===== src/ijm_pkg.sv =====
// ijm_pkg: types, codes and constants shared by the i2c master job engine
// used by the front decoder, the item queue, the bus engine and the top level
// no dependencies
package ijm_pkg;

   localparam int BUFFER_DEPTH_DEF = 16;
   localparam int ADDR_W           = 7;
   localparam int LEN_W            = 5;
   localparam int POS_W            = 4;
   localparam int QUEUE_DEPTH      = 4;
   localparam int QPTR_W           = 2;
   localparam int QCNT_W           = 3;
   localparam int BITS_PER_BYTE    = 8;

   typedef enum logic [1:0] {
      KIND_TICK       = 2'd0,
      KIND_LOAD       = 2'd1,
      KIND_WRITE_JOB  = 2'd2,
      KIND_READ_JOB   = 2'd3
   } item_kind_type;

   typedef enum logic [1:0] {
      STATUS_OK        = 2'd0,
      STATUS_ADDR_NACK = 2'd1,
      STATUS_DATA_NACK = 2'd2
   } job_status_type;

   typedef enum logic [3:0] {
      PH_IDLE      = 4'd0,
      PH_SEND_LOW  = 4'd1,
      PH_SEND_HIGH = 4'd2,
      PH_ACK_LOW   = 4'd3,
      PH_ACK_HIGH  = 4'd4,
      PH_RECV_LOW  = 4'd5,
      PH_RECV_HIGH = 4'd6,
      PH_MACK_LOW  = 4'd7,
      PH_MACK_HIGH = 4'd8,
      PH_STOP_A    = 4'd9,
      PH_STOP_B    = 4'd10,
      PH_STOP_C    = 4'd11
   } phase_type;

   typedef struct packed {
      logic [1:0]       kind;
      logic [7:0]       data_byte;
      logic [POS_W-1:0] position;
      logic [LEN_W-1:0] job_length;
      logic             sda_sample;
   } req_word_type;

   typedef struct packed {
      logic             scl_level;
      logic             sda_pull_low;
      logic             read_valid;
      logic [7:0]       read_data;
      logic [POS_W-1:0] read_slot;
      logic             request_accepted;
      logic             busy_res;
      logic             job_done;
      logic [1:0]       job_status;
   } rsp_word_type;

   // classified item as held in the queue
   typedef struct packed {
      item_kind_type    kind;
      logic [7:0]       data_byte;
      logic [POS_W-1:0] position;
      logic [LEN_W-1:0] length;
      logic             load_ok;
      logic             sda_sample;
   } item_type;

endpackage


===== src/i2c_master_job_engine.sv =====
// i2c master job engine: one word in and one word out per cycle when not stalled
// a taken word is written into the queue, popped by the bus engine, and its result is registered in the result register
// throughput: one word per cycle while the result channel is not stalled, as the bus engine updates per item
// a four-word queue sits between the decoder and the engine; the result register frees whenever it is not stalled
// reset clears queue, job state and pins (scl high, sda released); the write buffer is not cleared
// depends on ijm_pkg, ijm_front, ijm_queue, ijm_engine
module i2c_master_job_engine import ijm_pkg::*; #(
   parameter int BUFFER_DEPTH = BUFFER_DEPTH_DEF
) (
   input  logic              clock,
   input  logic              reset,
   input  logic              req_valid,
   output logic              req_stall,
   input  req_word_type      req_word,
   output logic              rsp_valid,
   input  logic              rsp_stall,
   output rsp_word_type      rsp_word,
   input  logic              csr_valid,
   output logic              csr_ready,
   input  logic [ADDR_W-1:0] csr_wdata
);

   logic     q_full;
   logic     q_push;
   logic     q_pop;
   logic     q_not_empty;
   item_type push_item;
   item_type head_item;

   ijm_front #(
      .BUFFER_DEPTH (BUFFER_DEPTH)
   ) u_front (
      .req_valid (req_valid),
      .req_stall (req_stall),
      .req_word  (req_word),
      .q_full    (q_full),
      .q_push    (q_push),
      .q_item    (push_item)
   );

   ijm_queue u_queue (
      .clock     (clock),
      .reset     (reset),
      .push      (q_push),
      .push_item (push_item),
      .full      (q_full),
      .pop       (q_pop),
      .not_empty (q_not_empty),
      .head_item (head_item)
   );

   ijm_engine #(
      .BUFFER_DEPTH (BUFFER_DEPTH)
   ) u_engine (
      .clock       (clock),
      .reset       (reset),
      .csr_valid   (csr_valid),
      .csr_ready   (csr_ready),
      .csr_wdata   (csr_wdata),
      .q_not_empty (q_not_empty),
      .q_item      (head_item),
      .q_pop       (q_pop),
      .rsp_valid   (rsp_valid),
      .rsp_stall   (rsp_stall),
      .rsp_word    (rsp_word)
   );

endmodule


===== src/ijm_front.sv =====
// ijm_front: decodes an incoming word into a classified item for the queue
// clamps job lengths to the buffer depth and checks load slots
// depends on ijm_pkg
module ijm_front import ijm_pkg::*; #(
   parameter int BUFFER_DEPTH = BUFFER_DEPTH_DEF
) (
   input  logic         req_valid,
   output logic         req_stall,
   input  req_word_type req_word,
   input  logic         q_full,
   output logic         q_push,
   output item_type     q_item
);

   always_comb begin
      q_item.kind       = item_kind_type'(req_word.kind);
      q_item.data_byte  = req_word.data_byte;
      q_item.position   = req_word.position;
      q_item.sda_sample = req_word.sda_sample;
      q_item.load_ok    = (int'(req_word.position) < BUFFER_DEPTH);
      if (int'(req_word.job_length) > BUFFER_DEPTH) begin
         q_item.length = LEN_W'(BUFFER_DEPTH);
      end else begin
         q_item.length = req_word.job_length;
      end
   end

   assign req_stall = q_full;
   assign q_push    = req_valid && !q_full;

endmodule


===== src/ijm_queue.sv =====
// ijm_queue: short fifo of classified items between front and bus engine
// depends on ijm_pkg
module ijm_queue import ijm_pkg::*; (
   input  logic     clock,
   input  logic     reset,
   input  logic     push,
   input  item_type push_item,
   output logic     full,
   input  logic     pop,
   output logic     not_empty,
   output item_type head_item
);

   item_type          slot_ff [QUEUE_DEPTH];
   logic [QPTR_W-1:0] wr_ptr_ff, wr_ptr_in;
   logic [QPTR_W-1:0] rd_ptr_ff, rd_ptr_in;
   logic [QCNT_W-1:0] count_ff, count_in;

   assign full      = (count_ff == QCNT_W'(QUEUE_DEPTH));
   assign not_empty = (count_ff != '0);
   assign head_item = slot_ff[rd_ptr_ff];

   always_comb begin
      wr_ptr_in = push ? wr_ptr_ff + 1'b1 : wr_ptr_ff;
      rd_ptr_in = pop ? rd_ptr_ff + 1'b1 : rd_ptr_ff;
      count_in  = count_ff;
      if (push && !pop) begin
         count_in = count_ff + 1'b1;
      end else if (pop && !push) begin
         count_in = count_ff - 1'b1;
      end
   end

   always_ff @(posedge clock) begin
      if (reset) begin
         wr_ptr_ff <= '0;
         rd_ptr_ff <= '0;
         count_ff  <= '0;
      end else begin
         wr_ptr_ff <= wr_ptr_in;
         rd_ptr_ff <= rd_ptr_in;
         count_ff  <= count_in;
      end
   end

   always_ff @(posedge clock) begin
      if (push) begin
         slot_ff[wr_ptr_ff] <= push_item;
      end
   end

endmodule


===== src/ijm_engine.sv =====
// ijm_engine: bus engine, job bookkeeping, write buffer memory and result register
// carries out one queued item per cycle when the result register is free
// depends on ijm_pkg
module ijm_engine import ijm_pkg::*; #(
   parameter int BUFFER_DEPTH = BUFFER_DEPTH_DEF
) (
   input  logic              clock,
   input  logic              reset,
   input  logic              csr_valid,
   output logic              csr_ready,
   input  logic [ADDR_W-1:0] csr_wdata,
   input  logic              q_not_empty,
   input  item_type          q_item,
   output logic              q_pop,
   output logic              rsp_valid,
   input  logic              rsp_stall,
   output rsp_word_type      rsp_word
);

   localparam int IDX_W = (BUFFER_DEPTH > 1) ? $clog2(BUFFER_DEPTH) : 1;

   phase_type         phase_ff, phase_in;
   logic [3:0]        bit_cnt_ff, bit_cnt_in;
   logic [7:0]        shift_ff, shift_in, shift_eff;
   logic              fetch_ff, fetch_in;
   logic [LEN_W-1:0]  bytes_left_ff, bytes_left_in;
   logic [LEN_W-1:0]  bl_now, bl_dec;
   logic              wr_pend_ff, wr_pend_in;
   logic              rd_pend_ff, rd_pend_in;
   logic [LEN_W-1:0]  wr_count_ff, wr_count_in;
   logic [LEN_W-1:0]  rd_count_ff, rd_count_in;
   logic              is_read_ff, is_read_in;
   logic              addr_ph_ff, addr_ph_in;
   job_status_type    status_ff, status_in;
   logic              scl_ff, scl_in;
   logic              sdal_ff, sdal_in;
   logic [ADDR_W-1:0] target_ff;
   logic              rsp_valid_ff, rsp_valid_in;
   rsp_word_type      rsp_word_ff, rsp_word_in;

   logic [7:0]        buf_mem [BUFFER_DEPTH];
   logic [7:0]        mem_q_ff;
   logic              mem_we, mem_re;
   logic [IDX_W-1:0]  mem_wa, mem_ra;

   assign csr_ready = 1'b1;
   assign q_pop     = q_not_empty && (!rsp_valid_ff || !rsp_stall);
   assign rsp_valid = rsp_valid_ff;
   assign rsp_word  = rsp_word_ff;

   // a data byte read from the buffer lands in the cycle after the ack tick
   assign shift_eff = fetch_ff ? mem_q_ff : shift_ff;

   always_ff @(posedge clock) begin
      if (reset) begin
         phase_ff <= PH_IDLE;
      end else begin
         phase_ff <= phase_in;
      end
   end

   always_comb begin
      phase_in      = phase_ff;
      bit_cnt_in    = bit_cnt_ff;
      shift_in      = shift_ff;
      fetch_in      = fetch_ff;
      bytes_left_in = bytes_left_ff;
      wr_pend_in    = wr_pend_ff;
      rd_pend_in    = rd_pend_ff;
      wr_count_in   = wr_count_ff;
      rd_count_in   = rd_count_ff;
      is_read_in    = is_read_ff;
      addr_ph_in    = addr_ph_ff;
      status_in     = status_ff;
      scl_in        = scl_ff;
      sdal_in       = sdal_ff;
      mem_we        = 1'b0;
      mem_wa        = IDX_W'(q_item.position);
      mem_re        = 1'b0;
      bl_now        = addr_ph_ff ? (is_read_ff ? rd_count_ff : wr_count_ff) : bytes_left_ff;
      bl_dec        = bl_now - 1'b1;
      mem_ra        = IDX_W'(bl_dec);
      rsp_word_in   = rsp_word_ff;
      rsp_valid_in  = rsp_valid_ff && rsp_stall;

      if (q_pop) begin
         shift_in     = shift_eff;
         fetch_in     = 1'b0;
         rsp_valid_in = 1'b1;
         rsp_word_in  = '0;
         unique case (q_item.kind)
            KIND_TICK: begin
               unique case (phase_ff)
                  PH_IDLE: begin
                     scl_in  = 1'b1;
                     sdal_in = 1'b0;
                     if (wr_pend_ff || rd_pend_ff) begin
                        is_read_in = !wr_pend_ff;
                        addr_ph_in = 1'b1;
                        status_in  = STATUS_OK;
                        sdal_in    = 1'b1;
                        shift_in   = {target_ff, !wr_pend_ff};
                        bit_cnt_in = '0;
                        phase_in   = PH_SEND_LOW;
                     end
                  end
                  PH_SEND_LOW: begin
                     scl_in   = 1'b0;
                     sdal_in  = !shift_eff[7];
                     phase_in = PH_SEND_HIGH;
                  end
                  PH_SEND_HIGH: begin
                     scl_in     = 1'b1;
                     shift_in   = {shift_eff[6:0], 1'b0};
                     bit_cnt_in = bit_cnt_ff + 1'b1;
                     phase_in   = (bit_cnt_ff == 4'(BITS_PER_BYTE - 1)) ? PH_ACK_LOW
                                                                        : PH_SEND_LOW;
                  end
                  PH_ACK_LOW: begin
                     scl_in   = 1'b0;
                     sdal_in  = 1'b0;
                     phase_in = PH_ACK_HIGH;
                  end
                  PH_ACK_HIGH: begin
                     scl_in  = 1'b1;
                     sdal_in = 1'b0;
                     if (q_item.sda_sample) begin
                        status_in = addr_ph_ff ? STATUS_ADDR_NACK : STATUS_DATA_NACK;
                        phase_in  = PH_STOP_A;
                     end else begin
                        addr_ph_in    = 1'b0;
                        bytes_left_in = bl_now;
                        if (bl_now == '0) begin
                           status_in = STATUS_OK;
                           phase_in  = PH_STOP_A;
                        end else begin
                           bytes_left_in = bl_dec;
                           bit_cnt_in    = '0;
                           if (is_read_ff) begin
                              shift_in = '0;
                              phase_in = PH_RECV_LOW;
                           end else begin
                              mem_re   = 1'b1;
                              fetch_in = 1'b1;
                              phase_in = PH_SEND_LOW;
                           end
                        end
                     end
                  end
                  PH_RECV_LOW: begin
                     scl_in   = 1'b0;
                     sdal_in  = 1'b0;
                     phase_in = PH_RECV_HIGH;
                  end
                  PH_RECV_HIGH: begin
                     scl_in     = 1'b1;
                     shift_in   = {shift_eff[6:0], q_item.sda_sample};
                     bit_cnt_in = bit_cnt_ff + 1'b1;
                     if (bit_cnt_ff == 4'(BITS_PER_BYTE - 1)) begin
                        rsp_word_in.read_valid = 1'b1;
                        rsp_word_in.read_data  = {shift_eff[6:0], q_item.sda_sample};
                        rsp_word_in.read_slot  = bytes_left_ff[POS_W-1:0];
                        phase_in               = PH_MACK_LOW;
                     end else begin
                        phase_in = PH_RECV_LOW;
                     end
                  end
                  PH_MACK_LOW: begin
                     scl_in   = 1'b0;
                     // nack after the last byte
                     sdal_in  = (bytes_left_ff != '0);
                     phase_in = PH_MACK_HIGH;
                  end
                  PH_MACK_HIGH: begin
                     scl_in = 1'b1;
                     if (bytes_left_ff == '0) begin
                        status_in = STATUS_OK;
                        phase_in  = PH_STOP_A;
                     end else begin
                        bytes_left_in = bytes_left_ff - 1'b1;
                        shift_in      = '0;
                        bit_cnt_in    = '0;
                        phase_in      = PH_RECV_LOW;
                     end
                  end
                  PH_STOP_A: begin
                     scl_in   = 1'b0;
                     sdal_in  = 1'b1;
                     phase_in = PH_STOP_B;
                  end
                  PH_STOP_B: begin
                     scl_in   = 1'b1;
                     sdal_in  = 1'b1;
                     phase_in = PH_STOP_C;
                  end
                  PH_STOP_C: begin
                     scl_in                 = 1'b1;
                     sdal_in                = 1'b0;
                     rsp_word_in.job_done   = 1'b1;
                     rsp_word_in.job_status = status_ff;
                     if (is_read_ff) begin
                        rd_pend_in = 1'b0;
                     end else begin
                        wr_pend_in = 1'b0;
                     end
                     phase_in = PH_IDLE;
                  end
                  default: begin
                     phase_in = PH_IDLE;
                  end
               endcase
            end
            KIND_LOAD: begin
               if (q_item.load_ok) begin
                  mem_we                       = 1'b1;
                  rsp_word_in.request_accepted = 1'b1;
               end
            end
            KIND_WRITE_JOB: begin
               if (!wr_pend_ff) begin
                  wr_pend_in                   = 1'b1;
                  wr_count_in                  = q_item.length;
                  rsp_word_in.request_accepted = 1'b1;
               end
            end
            KIND_READ_JOB: begin
               if (!rd_pend_ff) begin
                  rd_pend_in                   = 1'b1;
                  rd_count_in                  = q_item.length;
                  rsp_word_in.request_accepted = 1'b1;
               end
            end
            default: begin
               rsp_word_in.request_accepted = 1'b0;
            end
         endcase
         rsp_word_in.scl_level    = scl_in;
         rsp_word_in.sda_pull_low = sdal_in;
         rsp_word_in.busy_res     = wr_pend_in || rd_pend_in || (phase_in != PH_IDLE);
      end
   end

   always_ff @(posedge clock) begin
      if (reset) begin
         bit_cnt_ff    <= '0;
         shift_ff      <= '0;
         fetch_ff      <= 1'b0;
         bytes_left_ff <= '0;
         wr_pend_ff    <= 1'b0;
         rd_pend_ff    <= 1'b0;
         wr_count_ff   <= '0;
         rd_count_ff   <= '0;
         is_read_ff    <= 1'b0;
         addr_ph_ff    <= 1'b0;
         status_ff     <= STATUS_OK;
         scl_ff        <= 1'b1;
         sdal_ff       <= 1'b0;
         target_ff     <= '0;
         rsp_valid_ff  <= 1'b0;
      end else begin
         bit_cnt_ff    <= bit_cnt_in;
         shift_ff      <= shift_in;
         fetch_ff      <= fetch_in;
         bytes_left_ff <= bytes_left_in;
         wr_pend_ff    <= wr_pend_in;
         rd_pend_ff    <= rd_pend_in;
         wr_count_ff   <= wr_count_in;
         rd_count_ff   <= rd_count_in;
         is_read_ff    <= is_read_in;
         addr_ph_ff    <= addr_ph_in;
         status_ff     <= status_in;
         scl_ff        <= scl_in;
         sdal_ff       <= sdal_in;
         rsp_valid_ff  <= rsp_valid_in;
         if (csr_valid && csr_ready) begin
            target_ff <= csr_wdata;
         end
      end
   end

   always_ff @(posedge clock) begin
      rsp_word_ff <= rsp_word_in;
   end

   // write buffer, one write and one registered read port
   always_ff @(posedge clock) begin
      if (mem_we) begin
         buf_mem[mem_wa] <= q_item.data_byte;
      end
      if (mem_re) begin
         mem_q_ff <= buf_mem[mem_ra];
      end
   end

endmodule


===== config.mk =====
export PLATFORM = sky130hd
export DESIGN_NAME = i2c_master_job_engine
export DESIGN_NICKNAME = d
export VERILOG_FILES = /design/src/ijm_pkg.sv /design/src/i2c_master_job_engine.sv /design/src/ijm_front.sv /design/src/ijm_queue.sv /design/src/ijm_engine.sv
export SDC_FILE = /design/constraint.sdc
export NUM_CORES = 1
export LEC_CHECK = 0
export BUFFER_PORTS_ARGS = -buffer_cell sky130_fd_sc_hd__buf_2
export CAP_MARGIN = 20
export CORE_MARGIN = 2
export CORE_UTILIZATION = 55
export CTS_CLUSTER_SIZE = 16
export DETAILED_ROUTE_END_ITERATION = 7
export MAX_ROUTING_LAYER = met4
export PLACE_DENSITY_LB_ADDON = 0.1
export RECOVER_POWER = 25
export SYNTH_ARGS = -nofsm -noshare
export SYNTH_HDL_FRONTEND = slang
export SYNTH_HIERARCHICAL = 1
export SYNTH_SLANG_ARGS = --single-unit

===== constraint.sdc =====
create_clock -name clock -period 3.2 [get_ports clock]
set_input_delay 0.32 -clock clock [delete_from_list [all_inputs] [get_ports clock]]
set_output_delay 0.32 -clock clock [all_outputs]
set_load 0.02 [all_outputs]

==> impl_results.md <==
- ANT nets after route: 0
- Ant. Diodes: 0
- Total design power: 0.01064 W
- Fraction of layout cells with a size suffix above 1: 17.92%
- Hold Crit Class: input port to flip-flop
- Async S/R FF share, synth: 0%
- Routability cong.: 0.8715
- Arrival time at the worst endpoint: 3190 ps
- Vias: 7,012
- Layout Utilization: 62.92%
- RSZ-0062 raised after global routing: false
- Max-Cap Viols: 0
- Crit. End Element: flip-flop
- Area Overhead vs Synth: 12.72%
- Hold Vio Cnt, Final: 0
- Comb pwr share: between 20% and 30%
- Initial core utilization: 55.81%
- Area occupied by registers: 8348 µm²
- Boundary pin count: 55
- Mux share of post-synthesis cell area: about 15%
- Netlist cell types: 67
- PostCTS Resize Cnt: 0
- # clock sinks: 297
- Leakage: 4.911 nW
- Synth Register Bits: 297
- Setup Crit Path Kind: flip-flop to flip-flop
- YS warnings: 6
- Routed length per instance: between 20 and 25 µm
- Final #Nets: between 900 and 1,000
- Seq/Total Area, Yosys: 66.26%
- Post-Synth XOR/XNOR Area: 0.9733%
- CTS root buffer: clkbuf_16
- Multi-input gate area: 3834 µm²
- Final setup vio count: 0
- Required @ worst endpoint: 3490 ps
- Final TNS setup: 0 ps
- DP Worst Slack: 257.6 ps
- PnR worst setup slack: between 300 and 400 ps
- Compound-Gate Fraction of Synth Area: under 10%
- Share of the synthesized area in the top cell type: 57.21%
- Top cells by area, synth: edfxtp_1 57%, mux4_2 9.3%, dfxtp_1 9.1%
- Internal power: 0.007516 W
- Total gr overflow: 0
- DR pass1 iterations: 5
- CTS tree: yes
- Clock Skews: 18.43 ps
- Fin. max-slew vios: 0
- H-tree levels: 1
- Post-synth top cells: 240 x edfxtp_1, 73 x nor2_1, 57 x dfxtp_1, 56 x mux2i_1, 52 x mux4_2
- Max-slew headroom: about half
- Clk pwr share: 29.9%
- DRT Wirelength: between 20 and 25 mm
- Syn_area_per_cell: 15.40 µm²
- Starting DRT DRC Count: 611
- Sequential share of power: 46.7%
- Worst-Margin Slew: 753.5 ps
- Synth Area in Adders: 1.450%
- Initial antenna violation count: 0
- Row cnt: 55
- Die X-Extent: between 150 and 200 µm
- Peak supply drop: between 500 and 600 µV
- Period utilization: around nine tenths
- HPWL after DPL: 15.94 mm
- Sw power: 0.003128 W
- Largest net degree at the start of global routing: 43
- Largest family of logic cells by synthesized area: multiplexers
- First-pass GRT wire length: 38.45 mm
- I/O Buffers: between 50 and 60
- Yosys top cell by area: edfxtp_1
- Fill cells: between 1,500 and 2,000
- Total CTS buffers: 30
- Synth Flop Type: edfxtp_1
- Post-Synthesis Cells: 818
- Startpoint types: flip-flop
- DIE AREA: between 20,000 and 25,000 µm²
- Period minus WS final: about 2900 ps
- Sw Ratio: 29.39%
- DRC: 0
- GR Util All Layers: 21.18%
- Post-Syn Nets: 864
- Status: finished, final reports clean
- Worst-Skew Late Latency: 570 ps
- Synth Area in Simple Gates: 7.578%
- Die height: between 150 and 200 µm
- Crit-path max FO: 27
- Core ar.: 22,570 µm²
- Synthesized cell area: 12,600 µm²
- Vias per cell: 5.814
- Post-synth EDFFs: between 200 and 250
- Vias in the first global route: roughly 7,000
- CTS Buffer Depth: 3
- Post-CTS Setup Bufs: 0
- Max Clk Rate: 0.3456 GHz
- Pwr Density: 749.6 nW/µm²
- Worst-path clk slew: about 60 ps
- Most frequent cell after synthesis: edfxtp_1
## layer usage
layer | vias up | wire length (µm) | track usage (%)
met5 | - | 0 | -
met4 | 0 | 408 | 5.068
met3 | 39 | 1477 | 3.064
met2 | 227 | 11590 | 33.92
met1 | 3466 | 10880 | 29.21
li1 | 3280 | - | -
## logic make-up after synthesis
group	after synthesis
adders and majority gates	14
muxes	118
and+or+nand+nor	192
buffers and inverters	80
xor gates and xnor gates	11
AOI/OAI and AO/OA	104
DFF	297
other	2
## metrics by stage
step | cells | hold slack [ps] | cell area, µm²
6_report | 1206 | 16.00 | 14200
3_3_place_gp | 1134 | 444.1 | 13170
3_5_place_dp | 1134 | 453.4 | 13170
5_1_grt | 1206 | 27.28 | 14200
4_1_cts | 1206 | 1.139 | 14250
2_1_floorplan | 818 | 427.3 | 12600
## area by class of cell
type,count,area share (%)
clock buffer,38,5.498
clock inverter,16,0.8018
inverter,24,0.6344
multi-input combinational,441,27.00
sequential,297,58.78
tap,285,2.511
timing repair buffer,105,4.775
## repair_timing
item,4_1_cts,5_1_grt
endpoints found under the hold margin,63,0
hold buffers,18,0
endpoints found under the setup margin,0,0
## critical path, stage by stage, from the launching register on
cell and delay, ps:
dfxtp_1 370, mux2_2 350, mux2i_1 280, ha_1 340, xnor2_2 270, buf_12 280
mux4_2 320, mux2i_1 290, mux2i_1 120
## power by group through the flow
stage / sequential (W) / combinational, W / clock [W]
2_1_floorplan: 0.00515 / 0.00168 / 0
3_3_place_gp: 0.00502 / 0.00243 / 0
5_1_grt: 0.00500 / 0.00271 / 0.00341
4_1_cts: 0.00497 / 0.00254 / 0.00326
3_5_place_dp: 0.00505 / 0.00251 / 0
6_report: 0.00497 / 0.00249 / 0.00319
## path summary, 6_finish.rpt
check | start | depth (start not counted) | to | slack (ps)
setup / recovery | u_engine/is_read_ff$_SDFFE_PP0P_ | 8 | u_engine/mem_q_ff[3]$_DFFE_PP_ | 310
hold / removal | csr_wdata[4] | 3 | u_engine/target_ff[4]$_SDFFE_PP0P_ | 20
setup reg to reg | u_engine/is_read_ff$_SDFFE_PP0P_ | 8 | u_engine/mem_q_ff[3]$_DFFE_PP_ | 310
hold reg to reg | u_engine/sdal_ff$_SDFFE_PP0P_ | 2 | u_engine/sdal_ff$_SDFFE_PP0P_ | 460
## state kept, by name, summed over array words and instances (netlist names), 5 cells and up, named ones only
signal and cells:
u_engine/target_ff 7, u_engine/rsp_word 20, u_engine/wr_count_ff 5, u_queue/slot_ff 84, u_engine/shift_ff 8, u_engine/mem_q_ff 8, u_engine/bytes_left_ff 5, u_engine/rd_count_ff 5
u_engine/buf_mem 128
## placed cells by master (no fill, tap or decap), types with 23 or more instances in the layout
master,Yosys,routed
mux2i_1,56,56
buf_4,20,32
mux4_2,52,52
clkbuf_16,0,30
clkbuf_1,19,46
nor2_1,73,73
nand2_1,40,40
a21oi_1,30,30
dfxtp_1,57,57
edfxtp_1,240,240
inv_1,23,23
No activity file was read; power rests on OpenSTA's default activity.
